**config.mk**
```make
export PLATFORM = sky130hd
export DESIGN_NAME = json_string_unescape_utf8
export DESIGN_NICKNAME = d
export VERILOG_FILES = /design/src/rtl/jsu_pkg.sv /design/src/rtl/json_string_unescape_utf8.sv
export VERILOG_INCLUDE_DIRS = /design/src /design/src/rtl
export SDC_FILE = /design/constraint.sdc
export NUM_CORES = 1
export LEC_CHECK = 0
export ABC_AREA = 1
export ABC_CLOCK_PERIOD_IN_PS = 3800
export BUFFER_PORTS_ARGS = -buffer_cell sky130_fd_sc_hd__buf_4
export CORE_MARGIN = 1
export CORE_UTILIZATION = 50
export CTS_CLUSTER_DIAMETER = 50
export DETAILED_ROUTE_END_ITERATION = 10
export PLACE_DENSITY = 0.81
export SYNTH_ARGS = -nofsm -noshare
export SYNTH_HDL_FRONTEND = slang
export SYNTH_SLANG_ARGS = --single-unit
```
**constraint.sdc**
```tcl
create_clock -name aclk -period 3.8 [get_ports aclk]
set_clock_uncertainty 0.15 [all_clocks]
set_input_delay 0.76 -clock aclk [delete_from_list [all_inputs] [get_ports aclk]]
set_output_delay 0.76 -clock aclk [all_outputs]
set_load 0.02 [all_outputs]
```
**src/rtl/json_string_unescape_utf8_macros.svh**
```systemverilog
// assertion macros shared by the json string unescape rtl
`ifndef JSON_STRING_UNESCAPE_UTF8_MACROS_SVH
`define JSON_STRING_UNESCAPE_UTF8_MACROS_SVH

// same-cycle implication, checked while out of reset
`define JSU_ASSERT_IMP(label, clk, rstn, ante, cons) \
    label: assert property (@(posedge clk) disable iff (!(rstn)) (ante) |-> (cons)) \
        else $error("jsu assertion failed");

// next-cycle implication, checked while out of reset
`define JSU_ASSERT_NXT(label, clk, rstn, ante, cons) \
    label: assert property (@(posedge clk) disable iff (!(rstn)) (ante) |=> (cons)) \
        else $error("jsu assertion failed");

`endif

```
**src/rtl/jsu_pkg.sv**
```systemverilog
// types, character codes and utf-8 encoder for the json string unescape block
`default_nettype none
package jsu_pkg;

    localparam int BYTE_W = 8;
    localparam int CP_W   = 21;

    typedef enum logic [6:0] {
        MODE_IDLE   = 7'b0000001,
        MODE_STR    = 7'b0000010,
        MODE_ESC    = 7'b0000100,
        MODE_HEXA   = 7'b0001000,
        MODE_HIGH   = 7'b0010000,
        MODE_HIGHBS = 7'b0100000,
        MODE_HEXB   = 7'b1000000
    } mode_t;

    typedef enum logic [1:0] {
        KIND_DATA = 2'd0,
        KIND_END  = 2'd1,
        KIND_ERR  = 2'd2
    } kind_t;

    localparam logic [7:0] CH_NUL   = 8'h00;
    localparam logic [7:0] CH_QUOTE = 8'h22;
    localparam logic [7:0] CH_BSL   = 8'h5C;
    localparam logic [7:0] CH_B     = 8'h62;
    localparam logic [7:0] CH_F     = 8'h66;
    localparam logic [7:0] CH_N     = 8'h6E;
    localparam logic [7:0] CH_R     = 8'h72;
    localparam logic [7:0] CH_T     = 8'h74;
    localparam logic [7:0] CH_U     = 8'h75;

    localparam logic [7:0] CTL_BS = 8'h08;
    localparam logic [7:0] CTL_FF = 8'h0C;
    localparam logic [7:0] CTL_LF = 8'h0A;
    localparam logic [7:0] CTL_CR = 8'h0D;
    localparam logic [7:0] CTL_HT = 8'h09;

    localparam logic [15:0] SUR_HI_MIN = 16'hD800;
    localparam logic [15:0] SUR_HI_MAX = 16'hDBFF;
    localparam logic [15:0] SUR_LO_MIN = 16'hDC00;
    localparam logic [15:0] SUR_LO_MAX = 16'hDFFF;
    localparam logic [CP_W-1:0] SUPP_BASE = 21'h10000;

    localparam logic [CP_W-1:0] LIM_1B = 21'h80;
    localparam logic [CP_W-1:0] LIM_2B = 21'h800;
    localparam logic [CP_W-1:0] LIM_3B = 21'h10000;
    localparam logic [7:0] LEAD_2B = 8'hC0;
    localparam logic [7:0] LEAD_3B = 8'hE0;
    localparam logic [7:0] LEAD_4B = 8'hF0;
    localparam logic [7:0] CONT_B  = 8'h80;

    typedef struct packed {
        logic [1:0]                   last_idx;
        logic [3:0][BYTE_W-1:0]       bytes;
    } enc_t;

    function automatic enc_t utf8_enc(input logic [CP_W-1:0] cp);
        enc_t e;
        e.bytes = '0;
        if (cp < LIM_1B) begin
            e.last_idx = 2'd0;
            e.bytes[0] = cp[7:0];
        end else if (cp < LIM_2B) begin
            e.last_idx = 2'd1;
            e.bytes[0] = LEAD_2B | {3'b000, cp[10:6]};
            e.bytes[1] = CONT_B | {2'b00, cp[5:0]};
        end else if (cp < LIM_3B) begin
            e.last_idx = 2'd2;
            e.bytes[0] = LEAD_3B | {4'b0000, cp[15:12]};
            e.bytes[1] = CONT_B | {2'b00, cp[11:6]};
            e.bytes[2] = CONT_B | {2'b00, cp[5:0]};
        end else begin
            e.last_idx = 2'd3;
            e.bytes[0] = LEAD_4B | {5'b00000, cp[20:18]};
            e.bytes[1] = CONT_B | {2'b00, cp[17:12]};
            e.bytes[2] = CONT_B | {2'b00, cp[11:6]};
            e.bytes[3] = CONT_B | {2'b00, cp[5:0]};
        end
        return e;
    endfunction

endpackage
`default_nettype wire

```
**src/rtl/json_string_unescape_utf8.sv**
```systemverilog
// json string literal unescape with utf-16 escape to utf-8 conversion
//
//  channel | dir | handshake          | payload
//  s_      | in  | s_valid / s_ready  | s_in_byte
//  m_      | out | m_valid / m_ready  | m_out_byte, m_kind, m_last
//
// one raw byte is decoded per cycle, while s_ready is high, into a result
// bundle of up to four bytes; the bundle drains one result per cycle while
// m_ready is high and holds the input side until its last result is taken;
// bytes with no result (backslash, hex digits, opening quote) leave it empty
// s_ready is high when the bundle is empty or its last result is being taken
// reset (aresetn low, synchronous) returns to idle and empties the bundle
`default_nettype none
module json_string_unescape_utf8 (
    input  wire logic                  aclk,
    input  wire logic                  aresetn,
    input  wire logic                  s_valid,
    output      logic                  s_ready,
    input  wire logic [7:0]            s_in_byte,
    output      logic                  m_valid,
    input  wire logic                  m_ready,
    output      logic [7:0]            m_out_byte,
    output      logic [1:0]            m_kind,
    output      logic                  m_last
);
    import jsu_pkg::*;

    `include "json_string_unescape_utf8_macros.svh"

    mode_t        mode_reg, mode_next;
    logic [15:0]  accum_reg, accum_next;
    logic [1:0]   hcnt_reg, hcnt_next;
    logic         hbad_reg, hbad_next;
    logic [9:0]   half_reg, half_next;

    logic         bund_valid_reg;
    logic [1:0]   idx_reg;
    logic [1:0]   last_idx_reg;
    kind_t        kind_reg;
    logic [3:0][7:0] bytes_reg;

    logic         accept, pop;
    logic [7:0]   b;

    // plain string byte path
    mode_t        sb_mode;
    logic         sb_has;
    kind_t        sb_kind;
    logic [7:0]   sb_byte;

    // escaped byte path
    mode_t        eb_mode;
    logic         eb_has;
    kind_t        eb_kind;
    logic [7:0]   eb_byte;
    logic         eb_start_u;

    logic         hex_ok;
    logic [3:0]   hex_val;
    logic [15:0]  unit_acc;
    logic [15:0]  unit;
    logic         hbad_new;
    logic         unit_lo, unit_hi;
    logic [CP_W-1:0] pair_cp;
    logic [CP_W-1:0] enc_cp;
    enc_t         enc;

    logic         res_has;
    kind_t        res_kind;
    logic [1:0]   res_last_idx;
    logic [3:0][7:0] res_bytes;
    logic         res_use_enc;

    assign b       = s_in_byte;
    assign m_valid = bund_valid_reg;
    assign m_last  = (idx_reg == last_idx_reg);
    assign m_kind  = kind_reg;
    assign m_out_byte = bytes_reg[idx_reg];
    assign pop     = m_valid && m_ready;
    assign s_ready = !bund_valid_reg || (m_ready && m_last);
    assign accept  = s_valid && s_ready;

    always_comb begin
        sb_mode = MODE_STR;
        sb_has  = 1'b1;
        sb_kind = KIND_DATA;
        sb_byte = b;
        if (b == CH_QUOTE) begin
            sb_mode = MODE_IDLE;
            sb_kind = KIND_END;
            sb_byte = '0;
        end else if (b == CH_NUL) begin
            sb_mode = MODE_IDLE;
            sb_kind = KIND_ERR;
            sb_byte = '0;
        end else if (b == CH_BSL) begin
            sb_mode = MODE_ESC;
            sb_has  = 1'b0;
        end
    end

    always_comb begin
        eb_mode    = MODE_STR;
        eb_has     = 1'b1;
        eb_kind    = KIND_DATA;
        eb_byte    = b;
        eb_start_u = 1'b0;
        case (b)
            CH_NUL: begin
                eb_mode = MODE_IDLE;
                eb_kind = KIND_ERR;
                eb_byte = '0;
            end
            CH_B: eb_byte = CTL_BS;
            CH_F: eb_byte = CTL_FF;
            CH_N: eb_byte = CTL_LF;
            CH_R: eb_byte = CTL_CR;
            CH_T: eb_byte = CTL_HT;
            CH_U: begin
                eb_mode    = MODE_HEXA;
                eb_has     = 1'b0;
                eb_start_u = 1'b1;
            end
            default: eb_byte = b;
        endcase
    end

    always_comb begin
        hex_ok  = 1'b1;
        hex_val = '0;
        if (b inside {[8'h30:8'h39]}) begin
            hex_val = b[3:0];
        end else if (b inside {[8'h41:8'h46], [8'h61:8'h66]}) begin
            hex_val = b[3:0] + 4'd9;
        end else begin
            hex_ok = 1'b0;
        end
    end

    assign unit_acc = {accum_reg[11:0], hex_val};
    assign hbad_new = hbad_reg || !hex_ok;
    assign unit     = hbad_new ? 16'h0000 : unit_acc;
    assign unit_lo  = (unit >= SUR_LO_MIN) && (unit <= SUR_LO_MAX);
    assign unit_hi  = (unit >= SUR_HI_MIN) && (unit <= SUR_HI_MAX);
    assign pair_cp  = SUPP_BASE + {1'b0, half_reg, unit[9:0]};
    assign enc_cp   = (mode_reg == MODE_HEXB) ? pair_cp : {5'b00000, unit};
    assign enc      = utf8_enc(enc_cp);

    always_comb begin
        mode_next    = mode_reg;
        accum_next   = accum_reg;
        hcnt_next    = hcnt_reg;
        hbad_next    = hbad_reg;
        half_next    = half_reg;
        res_has      = 1'b0;
        res_kind     = KIND_DATA;
        res_last_idx = 2'd0;
        res_bytes    = '0;
        res_use_enc  = 1'b0;
        case (mode_reg)
            MODE_IDLE: begin
                if (b == CH_QUOTE) begin
                    mode_next = MODE_STR;
                end else begin
                    res_has  = 1'b1;
                    res_kind = KIND_ERR;
                end
            end
            MODE_STR: begin
                mode_next    = sb_mode;
                res_has      = sb_has;
                res_kind     = sb_kind;
                res_bytes[0] = sb_byte;
            end
            MODE_ESC: begin
                mode_next    = eb_mode;
                res_has      = eb_has;
                res_kind     = eb_kind;
                res_bytes[0] = eb_byte;
                if (eb_start_u) begin
                    accum_next = '0;
                    hcnt_next  = '0;
                    hbad_next  = 1'b0;
                end
            end
            MODE_HEXA, MODE_HEXB: begin
                if (b == CH_NUL || b == CH_QUOTE) begin
                    mode_next    = sb_mode;
                    res_has      = sb_has;
                    res_kind     = sb_kind;
                    res_bytes[0] = sb_byte;
                end else begin
                    accum_next = unit_acc;
                    hbad_next  = hbad_new;
                    if (hcnt_reg == 2'd3) begin
                        hcnt_next = '0;
                        mode_next = MODE_STR;
                        if (mode_reg == MODE_HEXA) begin
                            // zero and lone low surrogates vanish
                            if (unit_hi) begin
                                half_next = unit[9:0];
                                mode_next = MODE_HIGH;
                            end else if (unit != 16'h0000 && !unit_lo) begin
                                res_use_enc = 1'b1;
                            end
                        end else if (unit_lo) begin
                            res_use_enc = 1'b1;
                        end
                    end else begin
                        hcnt_next = hcnt_reg + 2'd1;
                    end
                end
            end
            MODE_HIGH: begin
                if (b == CH_BSL) begin
                    mode_next = MODE_HIGHBS;
                end else begin
                    mode_next    = sb_mode;
                    res_has      = sb_has;
                    res_kind     = sb_kind;
                    res_bytes[0] = sb_byte;
                end
            end
            MODE_HIGHBS: begin
                if (b == CH_U) begin
                    mode_next  = MODE_HEXB;
                    accum_next = '0;
                    hcnt_next  = '0;
                    hbad_next  = 1'b0;
                end else begin
                    mode_next    = eb_mode;
                    res_has      = eb_has;
                    res_kind     = eb_kind;
                    res_bytes[0] = eb_byte;
                end
            end
            default: begin
                mode_next = MODE_IDLE;
            end
        endcase
        if (res_use_enc) begin
            res_has      = 1'b1;
            res_kind     = KIND_DATA;
            res_last_idx = enc.last_idx;
            res_bytes    = enc.bytes;
        end
    end

    always_ff @(posedge aclk) begin
        if (!aresetn) begin
            mode_reg       <= MODE_IDLE;
            bund_valid_reg <= 1'b0;
            idx_reg        <= '0;
        end else begin
            if (accept) begin
                mode_reg       <= mode_next;
                bund_valid_reg <= res_has;
                idx_reg        <= '0;
            end else if (pop) begin
                if (m_last) begin
                    bund_valid_reg <= 1'b0;
                end else begin
                    idx_reg <= idx_reg + 2'd1;
                end
            end
        end
    end

    always_ff @(posedge aclk) begin
        if (accept) begin
            accum_reg    <= accum_next;
            hcnt_reg     <= hcnt_next;
            hbad_reg     <= hbad_next;
            half_reg     <= half_next;
            last_idx_reg <= res_last_idx;
            kind_reg     <= res_kind;
            bytes_reg    <= res_bytes;
        end
    end

    // a new request only lands when the old bundle leaves in the same cycle
    `JSU_ASSERT_IMP(a_no_overwrite, aclk, aresetn, accept && bund_valid_reg, m_ready && m_last)
    `JSU_ASSERT_IMP(a_idx_in_range, aclk, aresetn, bund_valid_reg, idx_reg <= last_idx_reg)
    `JSU_ASSERT_IMP(a_ctrl_single, aclk, aresetn, bund_valid_reg && kind_reg != KIND_DATA, last_idx_reg == 2'd0)
    `JSU_ASSERT_NXT(a_idx_step, aclk, aresetn, pop && !m_last, bund_valid_reg && idx_reg == $past(idx_reg) + 2'd1)

endmodule
`default_nettype wire

```
### Yosys cells after proc, flatten, opt, wreduce, memory -nomap -nowiden

Index checks and enable logic that the tools add are counted.

| cells by class | value |
|---|---|
| $add $sub $neg | 4 |
| order comparisons | 14 |
| equal/unequal tests | 22 |
| muxes and demuxes | 75 |
| bitwise operators | 4 |
| reduce and logical (&&, ||, !) cells | 31 |

Operators by type and width:

| cell | count |
|---|---|
| 2-to-1 mux 8 bit | 9 |
| equality test 8 x 7 -> 1 bit, second input constant | 7 |
| one-hot mux 8 bit (6 select lines) | 1 |
| 2-to-1 mux 7 bit | 6 |
| one-hot mux 7 bit (6 select lines) | 1 |
| one-hot mux 8 bit (5 select lines) | 1 |
| 2-to-1 mux 12 bit | 3 |
| one-hot mux 12 bit (3 select lines) | 1 |
| >= comparator 16 bit, second input constant | 2 |
| <= comparator 16 bit, second input constant | 2 |
| 2-to-1 mux 16 bit | 2 |
| 2-to-1 mux 1 bit | 27 |
| 2-to-1 mux 22 bit | 1 |
| adder 17 x 20 -> 21 bit, first input constant | 1 |
| less-than comparator 21 x 12 -> 1 bit, second input constant | 1 |
| less-than comparator 21 x 17 -> 1 bit, second input constant | 1 |
| less-than comparator 21 x 8 -> 1 bit, second input constant | 1 |
| 2-to-1 mux 21 bit | 1 |
| 2-to-1 mux 2 bit | 10 |
| binary-select mux 8 bit (select 2 bit) | 1 |
| >= comparator 8 x 7 -> 1 bit, second input constant | 2 |
| <= comparator 8 x 7 -> 1 bit, second input constant | 2 |
| nonzero test 16 bit | 1 |
| one-hot mux 2 bit (6 select lines) | 1 |
| other kinds (38) | 65 |

| word-level totals | value |
|---|---|
| flip-flop bits (word level) | 71 |
| input port bits | 12 |

### Logic depth before layout (Yosys ltp)

Gate-level depths: netlist of the first run.

| logic depth | value |
|---|---|
| word-level depth | 20 |
| depth in mapped cells | 18 |

### Worst setup path after synthesis of the first run

Ideal clock, no wire load.

| path | value |
|---|---|
| path kind | input port to flip-flop |
| from | input s_in_byte[0] |
| to | register accum_reg[0] (enable) |
| library setup time | 0.426 ns |
| data arrival time | 3.302 ns |
| data required time | 3.224 ns |
| slack | -0.077 ns |
| cell stages on the path | 11 |
| buffers on the path | 0 |
| path through | inv_1 -> ha_1 -> inv_1 -> nor2_1 -> nand4_1 -> inv_1 -> nor2_1 -> inv_1 -> nand2_1 -> inv_1 -> nor4_1 |

| between the ends | value |
|---|---|
| longest elaborated chain between the ends | 4 |

Ends and longest elaborated chain:

| element | RTL line | source |
|---|---|---|
| start, declared | json_string_unescape_utf8.sv:19 | `input wire logic [7:0] s_in_byte,` |
| equality test 8 x 7 -> 1 bit, or another cell as far along | json_string_unescape_utf8.sv:108, json_string_unescape_utf8.sv:225 |  |
| 2-to-1 mux 1 bit / logical OR 1 bit (equally long branches) | json_string_unescape_utf8.sv:108, json_string_unescape_utf8.sv:187 |  |
| inequality test 2 bit (no line) | n/a |  |
| AND reduction 5 bit (no line) (*) | n/a |  |
| end signal, assigned | json_string_unescape_utf8.sv:271 | `accum_reg <= accum_next;` |
| end, declared | json_string_unescape_utf8.sv:31 | `logic [15:0] accum_reg, accum_next;` |

Every way passes the cells marked *; elsewhere a longest branch is shown, timed or not.
A chain may end at the register's enable or synchronous reset.

==> results.ini, run 1 <==
[cts]
htreeDepth = 3
postCtsHoldBufs = 0
path_clk_slew_ns = 0.08
clock_latency_ns = 0.35
cts_buffers = 9
root_buffer = clkbuf_8
clock_path_buffers = 2
cts_setup_buffers = 0
cts_tree = done
cts_sinks = 67
cts_resized = 0

[timing]
worst_hold_slack_ns = 0.346
fmax_mhz = 322
finalCritPeriodShare_pct = 81.8
fin_setup_tns_ns = 0
setup-violations-final = 0
fin_crit_ns = 3.11
worst_pin_slew_ns = 0.754
hold_viol_final = 0
setup_slack_ns = 0.692
rsz0062_at_grt = false
relSlewSlack_pct = 49.3
drv_slew = 0

[critical_path]
path_cells = buf_4, inv_1, ha_1, inv_1, nand3_1, nand3_4, nand2_4, nand2_2, nor2_1, nor2_1, nand2_1, nor2_1, inv_1, nor2_4, nand2_1, nand3_1, nand2_1
arrival_ns = 3.06
cp-start-kind = input pin
reg2reg_depth = 15
critPathRequiredTime_ns = 3.75
crit_path_top_delay_cell = nor2_1
crit_path_end_kind = register
slowest_delay_ns = 0.27
endpoint = bytes_reg[6]
startpoint = s_in_byte[0]
critPathBufInv = 4
rr_endpoint = bytes_reg[1]
rrSetupSlack_ns = 0.85
crit_family = simple AND/OR/NAND/NOR gates
path_max_fanout = 11
r2r_start = mode_reg[0]
critPathKind = in -> reg
worst-path-stages = 17

[floorplan]
die_area_um2 = 8800
ios = 25
dieWidth_um = 93.8
start_util_pct = 51.5
fp.dieH_um = 93.8
rows = 33
coreArea_um2 = 8180

[run]
maxCapViolations = 0

[routing]
drtIter0Drc = 278
num_vias = 3674
detail-route-antenna-nets = 0
post-route-drc-count = 0
finalWirelength_um = 10200
routedWlPerCell_um = 15.3
viasPerCell = 5.48
dr.pass1.iters = 5

[placement]
dpl_cell_area_um2 = 4530
gp_congestion = 0.920
port-buffer-count = 24
detailedPlace.worstSlack_ns = 0.394
dp_hpwl_um = 7940
dp.cells = 654

[yosys]
synth-edff-count = 57
netlist-cell-type-count = 41
synthTopCellsByCount = nand2_1, nor2_1, inv_1
syn_nets = 546
yosysMostFrequentCell = nand2_1
syn_area_um2 = 4210
ys_dominant_reg_cell = edfxtp_1
yosysWarnings = 0
avgSynthCellArea_um2 = 7.98
ys_async_sr_fraction_pct = 0
synthCells = 528
synth_area_leaders = edfxtp_1, nand2_1, nor2_1
yosysSeqAreaShare_pct = 45.4
synth-seq-cells = 67
synth_top_area_share_pct = 40.6
yosys.area.top_type = edfxtp_1

[cells_and_area]
fill_cells = 721
final_nets = 578
fin_cells = 670
area_growth_pct = 12.7
largest_reg_flops = 28
antenna_cells = 0
drive_above_1_share_pct = 17.2
design_area_um2 = 4750
finalCoreUtilization_pct = 58.1

[global_route]
grt_max_degree = 32
grt_pass1_wl_um = 16500
grt_util_all_layers_pct = 24.7
overflow = 0
grt_pass1_vias = 3484
antenna_found_initial = 0

[power_and_ir_drop]
power_leakage_nw = 2.13
p_total_mw = 2.08
p_per_area_nw_per_um2 = 439
ir_worst_vdd_v = 0.000211

[run_status]
status = complete, no violations

[worst_hold_path]
min_path_type = reg -> reg
min_from = mode_reg[1]

tightest hold or removal path, stage by stage (launching register included):
cell	delay, ns
dfxtp_1	0.33
nand2_1	0.07
a21oi_1	0.06
how the worst min path moves through the flow:
stage | endpoint | cells after the start
floorplan | mode_reg[1] | 2
global placement | mode_reg[1] | 2
detailed placement | mode_reg[1] | 2
CTS | mode_reg[1] | 2
global route | mode_reg[1] | 2
finish | mode_reg[1] | 2
cell usage in the layout, fill, tap and decap left out, types with 7 or more instances in the layout:
| cell | instances |
|---|---|
| a21oi_1 | 23 |
| buf_4 | 30 |
| clkbuf_8 | 9 |
| dfxtp_1 | 10 |
| edfxtp_1 | 57 |
| inv_1 | 77 |
| nand2_1 | 96 |
| nand2_2 | 7 |
| nand3_1 | 24 |
| nand4_1 | 11 |
| nor2_1 | 85 |
| nor2_2 | 11 |
| nor3_1 | 9 |
| nor4_1 | 8 |
| o21ai_0 | 29 |
| o22ai_1 | 10 |
metal layers:
metal | GRT usage (%) | wire [µm] | up-vias
li1 | - | - | 1829
met1 | 32.8 | 4690 | 1691
met2 | 40.6 | 4770 | 137
met3 | 4.85 | 598 | 17
met4 | 7.56 | 167 | 0
met5 | 0 | 0 | -
report_power, final:
group	internal (mW)	leakage [nW]	switching, mW	total [mW]
Clock	0.367	0.103	0.287	0.654
Sequential	0.889	0.638	0.0389	0.927
Combinational	0.165	1.39	0.336	0.501
Total	1.42	2.13	0.662	2.08
layout make-up:
type / count / area (µm²) / area share [%]
Clock buffer: 9 / 124 / 2.61
Tap cell: 105 / 131 / 2.77
Multi-Input combinational cell: 368 / 1940 / 40.9
Sequential cell: 67 / 1910 / 40.3
Clock inverter: 7 / 92.6 / 1.95
Inverter: 84 / 320 / 6.75
Timing Repair Buffer: 30 / 225 / 4.75
kinds of logic (layout without fill, tap and decap cells):
group / after synthesis / after routing / share of synthesized area [%]
adders and majority gates: 6 / 6 / 1.78
buffers and inverters: 93 / 130 / 8.85
AOI/OAI and AO/OA: 84 / 84 / 11.9
xor gates and xnor gates: 4 / 4 / 0.832
DFF: 67 / 67 / 45.4
and+or+nand+nor: 274 / 274 / 31.3
Note: power is estimated with default switching activity, not from simulation.
==> run 2: changes to the inputs <==
Settings changed: ABC_AREA 1 to 0, ABC_CLOCK_PERIOD_IN_PS 3800 to 3100, PLACE_DENSITY 0.81 to 0.79.
Clock period 3.8 ns to 3.1 ns, I/O delays scaled along.
==> results.ini, run 2 <==
[run_status]
status = complete, no violations  ; unchanged

[yosys]
ys_dominant_reg_cell = edfxtp_1  ; unchanged
synth_top_area_share_pct = 40.1  ; was 40.6%
yosysWarnings = 0  ; unchanged
yosysMostFrequentCell = edfxtp_1  ; was nand2_1
synth-seq-cells = 67  ; unchanged
avgSynthCellArea_um2 = 10.0  ; was 7.98 µm²
syn_area_um2 = 4270  ; was 4210 µm²
synth_area_leaders = edfxtp_1, dfxtp_1, mux4_2  ; was edfxtp_1, nand2_1, nor2_1
synthCells = 426  ; was 528
yosysSeqAreaShare_pct = 44.8  ; was 45.4%
netlist-cell-type-count = 74  ; was 41
synth-edff-count = 57  ; unchanged
ys_async_sr_fraction_pct = 0  ; unchanged
syn_nets = 444  ; was 546
yosys.area.top_type = edfxtp_1  ; unchanged
synthTopCellsByCount = edfxtp_1, nand2_1, nor2_1  ; was nand2_1, nor2_1, inv_1

[global_route]
grt_util_all_layers_pct = 28.8  ; was 24.7%
grt_pass1_wl_um = 19200  ; was 16500 µm
grt_pass1_vias = 3786  ; was 3484
overflow = 0  ; unchanged
antenna_found_initial = 0  ; unchanged
grt_max_degree = 26  ; was 32

[cts]
root_buffer = clkbuf_8  ; unchanged
clock_latency_ns = 0.35  ; about the same
path_clk_slew_ns = 0.08  ; about the same
cts_setup_buffers = 0  ; unchanged
clock_path_buffers = 2  ; unchanged
cts_buffers = 9  ; unchanged
htreeDepth = 3  ; unchanged
cts_tree = done  ; unchanged
cts_sinks = 67  ; unchanged

[timing]
setup-violations-final = 0  ; unchanged
rsz0062_at_grt = false  ; unchanged
finalCritPeriodShare_pct = 94.7
fmax_mhz = 341
fin_setup_tns_ns = 0  ; unchanged
fin_crit_ns = 2.94
worst_pin_slew_ns = 0.679  ; was 0.754 ns
drv_slew = 0  ; unchanged
hold_viol_final = 0  ; unchanged
relSlewSlack_pct = 53.5  ; was 49.3%

[cells_and_area]
final_nets = 512  ; was 578
fin_cells = 604  ; was 670
area_growth_pct = 21.1  ; was 12.7%
layout_commonest_cell = buf_4  ; was nand2_1
drive_above_1_share_pct = 25.1  ; was 17.2%
final_cell_mix = buf_4, edfxtp_1, nand2_1, nor2_1, a21oi_1  ; was nand2_1, nor2_1, inv_1
largest_reg_flops = 28  ; unchanged
antenna_cells = 0  ; unchanged

[placement]
dp_hpwl_um = 9160  ; was 7940 µm
dp.cells = 588  ; was 654
port-buffer-count = 24  ; unchanged
gp_congestion = 0.995  ; was 0.920

[floorplan]
coreArea_um2 = 8260  ; was 8180 µm²
rows = 33  ; unchanged
dieWidth_um = 94.4  ; was 93.8 µm
die_area_um2 = 8920  ; was 8800 µm²
fp.dieH_um = 94.4  ; was 93.8 µm
start_util_pct = 51.7  ; was 51.5%
ios = 25  ; unchanged

[critical_path]
r2r_start = mode_reg[5]  ; was mode_reg[0]
rrSetupSlack_ns = 0.16  ; was 0.85 ns
path_max_fanout = 9  ; was 11
cp-start-kind = register  ; was input pin
crit_path_end_kind = register  ; unchanged
startpoint = mode_reg[5]  ; was s_in_byte[0]
critPathKind = reg -> reg  ; was in -> reg
arrival_ns = 2.89  ; was 3.06 ns
critPathRequiredTime_ns = 3.05  ; was 3.75 ns

[routing]
post-route-drc-count = 0  ; unchanged
num_vias = 3930  ; was 3674
viasPerCell = 6.51  ; was 5.48
finalWirelength_um = 11900  ; was 10200 µm
detail-route-antenna-nets = 0  ; unchanged
dr.pass1.iters = 5  ; unchanged
routedWlPerCell_um = 19.7  ; was 15.3 µm
drtIter0Drc = 438  ; was 278

[power_and_ir_drop]
ir_worst_vdd_v = 0.000181  ; was 0.000211 V
seqPwrFrac_pct = 52.6  ; was 44.5%
power_leakage_nw = 1.90  ; was 2.13 nW
intPower_mw = 1.45  ; was 1.42 mW
power_frac_clock_pct = 37.4  ; was 31.4%
p_sw_share_pct = 24.5  ; was 31.8%
combPwrFrac_pct = 10.0  ; was 24.1%
p_per_area_nw_per_um2 = 371  ; was 439 nW/µm²
p_sw_mw = 0.470  ; was 0.662 mW

[worst_hold_path]
min_path_type = reg -> reg  ; unchanged
min_from = mode_reg[6]  ; was mode_reg[1]

[run]
maxCapViolations = 0  ; unchanged

-- run 2: cell count changes after synthesis, sizes merged, moves of 13 or more --
cell	delta
nand2	-80
nor2	-73
inv	-65
o21ai	-19
and2	+15
nand3	-13
nor3	+13
-- run 2: final cells by class --
type                    instances  area [µm²]
inverters                      20        75.1
flip-flops and latches         67        1910
well taps                     105         131
clock inverters                 7        68.8
multi-input cells             314        2190
clock buffers                   9         124
repair buffers                 82         666
fillers                       689        3090
-- run 2: logic make-up after synthesis --
family,synth area share (%)
adders and majority gates,1.76
xor gates and xnor gates,1.85
muxes,5.65
DFF,44.8
buffers and inverters,4.39
and+or+nand+nor,22.2
AOI/OAI and AO/OA,19.4
-- run 2: worst max-delay path: stages, from the launching register on --
cell,delay [ns]
dfxtp_1,0.37
or4b_1,0.64
or2_1,0.37
a31oi_2,0.28
a21o_2,0.25
nor2_2,0.06
buf_4,0.18
a2111oi_0,0.38
-- run 2: final timing paths --
path,endpoint,cells after the start
worst max-delay path,last_idx_reg[0],7
worst max register to register,last_idx_reg[0],7
worst min register to register,mode_reg[6],2
worst min-delay path,mode_reg[6],2
-- run 2: stage by stage --
step | setup WS, ns | cell area [µm²] | hold WS, ns | total power, mW | utilization, %
2_1_floorplan | 0.0100 | 4290 | 0.335 | 1.13 | -
5_1_grt | 0.0220 | 5170 | 0.375 | 1.99 | 62.6
6_report | 0.164 | 5170 | 0.374 | 1.92 | 62.6
4_1_cts | 0.167 | 5170 | 0.359 | 1.93 | 62.6
3_5_place_dp | -0.109 | 4980 | 0.375 | 1.22 | 60.3
3_3_place_gp | -0.0109 | 4980 | 0.365 | 1.22 | 60.3
-- run 2: timing repair --
item                       in CTS  in global routing
setup endpoints to repair       0                  2
gates resized for setup         0                  2
hold buffers                    0                  0
-- run 2: layer usage --
metal / vias up / part of all wire [%] / track usage, % / routed length (µm)
met3: 41 / 8.7 / 6.04 / 1030
met4: 0 / 3.0 / 12.2 / 351
li1: 1792 / - / - / -
met2: 243 / 48 / 46.6 / 5660
met1: 1854 / 41 / 37.3 / 4840
met5: - / 0 / 0 / 0
-- run 2: power groups by stage --
stage / logic, mW / registers, mW / clock network, mW
after global placement: 0.187 / 1.03 / 0
after CTS: 0.192 / 1.01 / 0.728
after floorplan: 0.105 / 1.03 / 0
after detailed placement: 0.191 / 1.03 / 0
after global routing: 0.210 / 1.01 / 0.764
final: 0.193 / 1.01 / 0.719
==> run 3: changes to the inputs <==
Settings changed: CORE_UTILIZATION 50 to 60, PLACE_DENSITY 0.79 to 0.9.
==> results.ini, run 3 (synthesis gave the netlist of run 2 again) <==
[critical_path]
cp-start-kind = input pin  ; was register
crit_path_end_kind = register  ; unchanged
critPathRequiredTime_ns = 3.04  ; was 3.05 ns
arrival_ns = 2.86  ; was 2.89 ns
critPathKind = in -> reg  ; was reg -> reg
rr_endpoint = bytes_reg[8]  ; was last_idx_reg[0]
path_max_fanout = 7  ; was 9
r2r_start = mode_reg[6]  ; was mode_reg[5]
rrSetupSlack_ns = 0.21  ; was 0.16 ns
reg2reg_depth = 7  ; unchanged

[worst_hold_path]
worstHoldPathCells = 2  ; unchanged
min_from = aresetn  ; was mode_reg[6]
min_path_type = in -> reg  ; was reg -> reg
whs_endpoint = mode_reg[0]  ; was mode_reg[6]

[routing]
finalWirelength_um = 12100  ; was 11900 µm
num_vias = 3963  ; was 3930
dr.pass1.iters = 7  ; was 5
viasPerCell = 6.69  ; was 6.51
detail-route-antenna-nets = 0  ; unchanged
routedWlPerCell_um = 20.4  ; was 19.7 µm
drtIter0Drc = 466  ; was 438
post-route-drc-count = 0  ; unchanged

[cells_and_area]
fin_cells = 592  ; was 604
largest_reg_flops = 28  ; unchanged
design_area_um2 = 5170  ; about the same
antenna_cells = 0  ; unchanged
final_cell_mix = buf_4, edfxtp_1, nand2_1, nor2_1  ; was buf_4, edfxtp_1, nand2_1, nor2_1, a21oi_1
layout_commonest_cell = buf_4  ; unchanged
final_nets = 509  ; was 512
drive_above_1_share_pct = 24.6  ; was 25.1%
area_growth_pct = 20.9  ; was 21.1%

[timing]
fin_crit_ns = 2.92  ; was 2.94 ns
relSlewSlack_pct = 60.4  ; was 53.5%
rsz0062_at_grt = false  ; unchanged
hold_viol_final = 0  ; unchanged
setup-violations-final = 0  ; unchanged
setup_slack_ns = 0.179  ; was 0.164 ns
drv_slew = 0  ; unchanged
finalCritPeriodShare_pct = 94.2  ; was 94.7%
worst_pin_slew_ns = 0.595  ; was 0.679 ns
fmax_mhz = 342  ; was 341 MHz

[cts]
cts_sinks = 67  ; unchanged
clock_path_buffers = 2  ; unchanged
htreeDepth = 3  ; unchanged
root_buffer = clkbuf_8  ; unchanged
clock_latency_ns = 0.34  ; was 0.35 ns
cts_tree = done  ; unchanged
path_clk_slew_ns = 0.07  ; was 0.08 ns
postCtsHoldBufs = 0  ; unchanged
cts_buffers = 9  ; unchanged

[floorplan]
fp.dieH_um = 86.4  ; was 94.4 µm
ios = 25  ; unchanged
rows = 30  ; was 33
coreArea_um2 = 6830  ; was 8260 µm²
start_util_pct = 62.5  ; was 51.7%
dieWidth_um = 86.4  ; was 94.4 µm
die_area_um2 = 7460  ; was 8920 µm²

[placement]
dp.cells = 576  ; was 588
dpl_cell_area_um2 = 4930  ; was 4980 µm²
detailedPlace.worstSlack_ns = -0.244  ; was -0.109 ns
dp_hpwl_um = 9240  ; was 9160 µm
port-buffer-count = 24  ; unchanged
gp_congestion = 0.976  ; was 0.995

[global_route]
grt_max_degree = 32  ; was 26
grt_pass1_vias = 3638  ; was 3786
grt_util_all_layers_pct = 34.0  ; was 28.8%
overflow = 0  ; unchanged
antenna_found_initial = 0  ; unchanged
grt_pass1_wl_um = 19000  ; was 19200 µm

[power_and_ir_drop]
p_total_mw = 1.99  ; was 1.92 mW
combPwrFrac_pct = 9.6  ; was 10.0%
intPower_mw = 1.53  ; was 1.45 mW
power_leakage_nw = 1.88  ; was 1.90 nW
p_sw_mw = 0.454  ; was 0.470 mW
p_sw_share_pct = 22.9  ; was 24.5%
p_per_area_nw_per_um2 = 384  ; was 371 nW/µm²
seqPwrFrac_pct = 50.9  ; was 52.6%
ir_worst_vdd_v = 0.000274  ; was 0.000181 V
power_frac_clock_pct = 39.5  ; was 37.4%

[run]
maxCapViolations = 0  ; unchanged

[run_status]
status = complete, no violations  ; unchanged

-- run 3: per-stage QoR --
| step | setup TNS (ns) | hold WS, ns | utilization [%] |
|---|---|---|---|
| detailed placement | -1.65 | 0.378 | 72.2 |
| floorplan | 0 | 0.335 | - |
| global route | 0 | 0.394 | 75.6 |
| CTS | 0 | 0.374 | 75.2 |
| finish | 0 | 0.383 | 75.6 |
| global placement | -0.773 | 0.367 | 72.2 |
-- run 3: worst max path at each step --
stage	start	to	slack (ns)	cells after the start
2_1_floorplan	s_in_byte[0]	half_reg[0]	0.01	7
3_3_place_gp	s_in_byte[1]	last_idx_reg[0]	-0.11	10
3_5_place_dp	s_in_byte[1]	last_idx_reg[0]	-0.24	10
4_1_cts	mode_reg[6]	bytes_reg[8]	0.12	7
5_1_grt	s_in_byte[1]	bytes_reg[8]	0.02	10
6_report	s_in_byte[7]	bytes_reg[2]	0.18	9
-- run 3: layout make-up --
type                       count  area (µm²)
tap                           96         120
fill                         472        1670
multi-input combinational    314        2220
clock inverter                 5        77.6
inverter                      20        75.1
timing repair buffer          79         631
clock buffer                  11         131
sequential                    67        1910
-- run 3: worst max-delay path, cell delays in order --
cell       delay, ns
buf_4           0.14
nor4b_1         0.47
o311ai_1        0.21
buf_4           0.20
a221oi_1        0.39
buf_4           0.21
o2bb2ai_1       0.06
a222oi_1        0.43
o31ai_1         0.12
-- run 3: power by group through the flow --
stage               combinational [mW]  clock (mW)  sequential, mW
floorplan                        0.105           0            1.03
global placement                 0.182           0            1.03
detailed placement               0.189           0            1.03
CTS                              0.189       0.788            1.01
global route                     0.206       0.821            1.01
finish                           0.191       0.785            1.01
-- run 3: metal layers --
| metal | vias up | track usage (%) | routed length [µm] |
|---|---|---|---|
| li1 | 1782 | - | - |
| met1 | 1926 | 45.6 | 5020 |
| met2 | 218 | 55.3 | 5790 |
| met3 | 37 | 8.48 | 1020 |
| met4 | 0 | 9.24 | 267 |
| met5 | - | 0 | 0 |
-- run 3: repair_timing --
item                       4_1_cts  5_1_grt
buffers inserted                 0        0
gates resized for setup          0        6
setup endpoints to repair        0        7
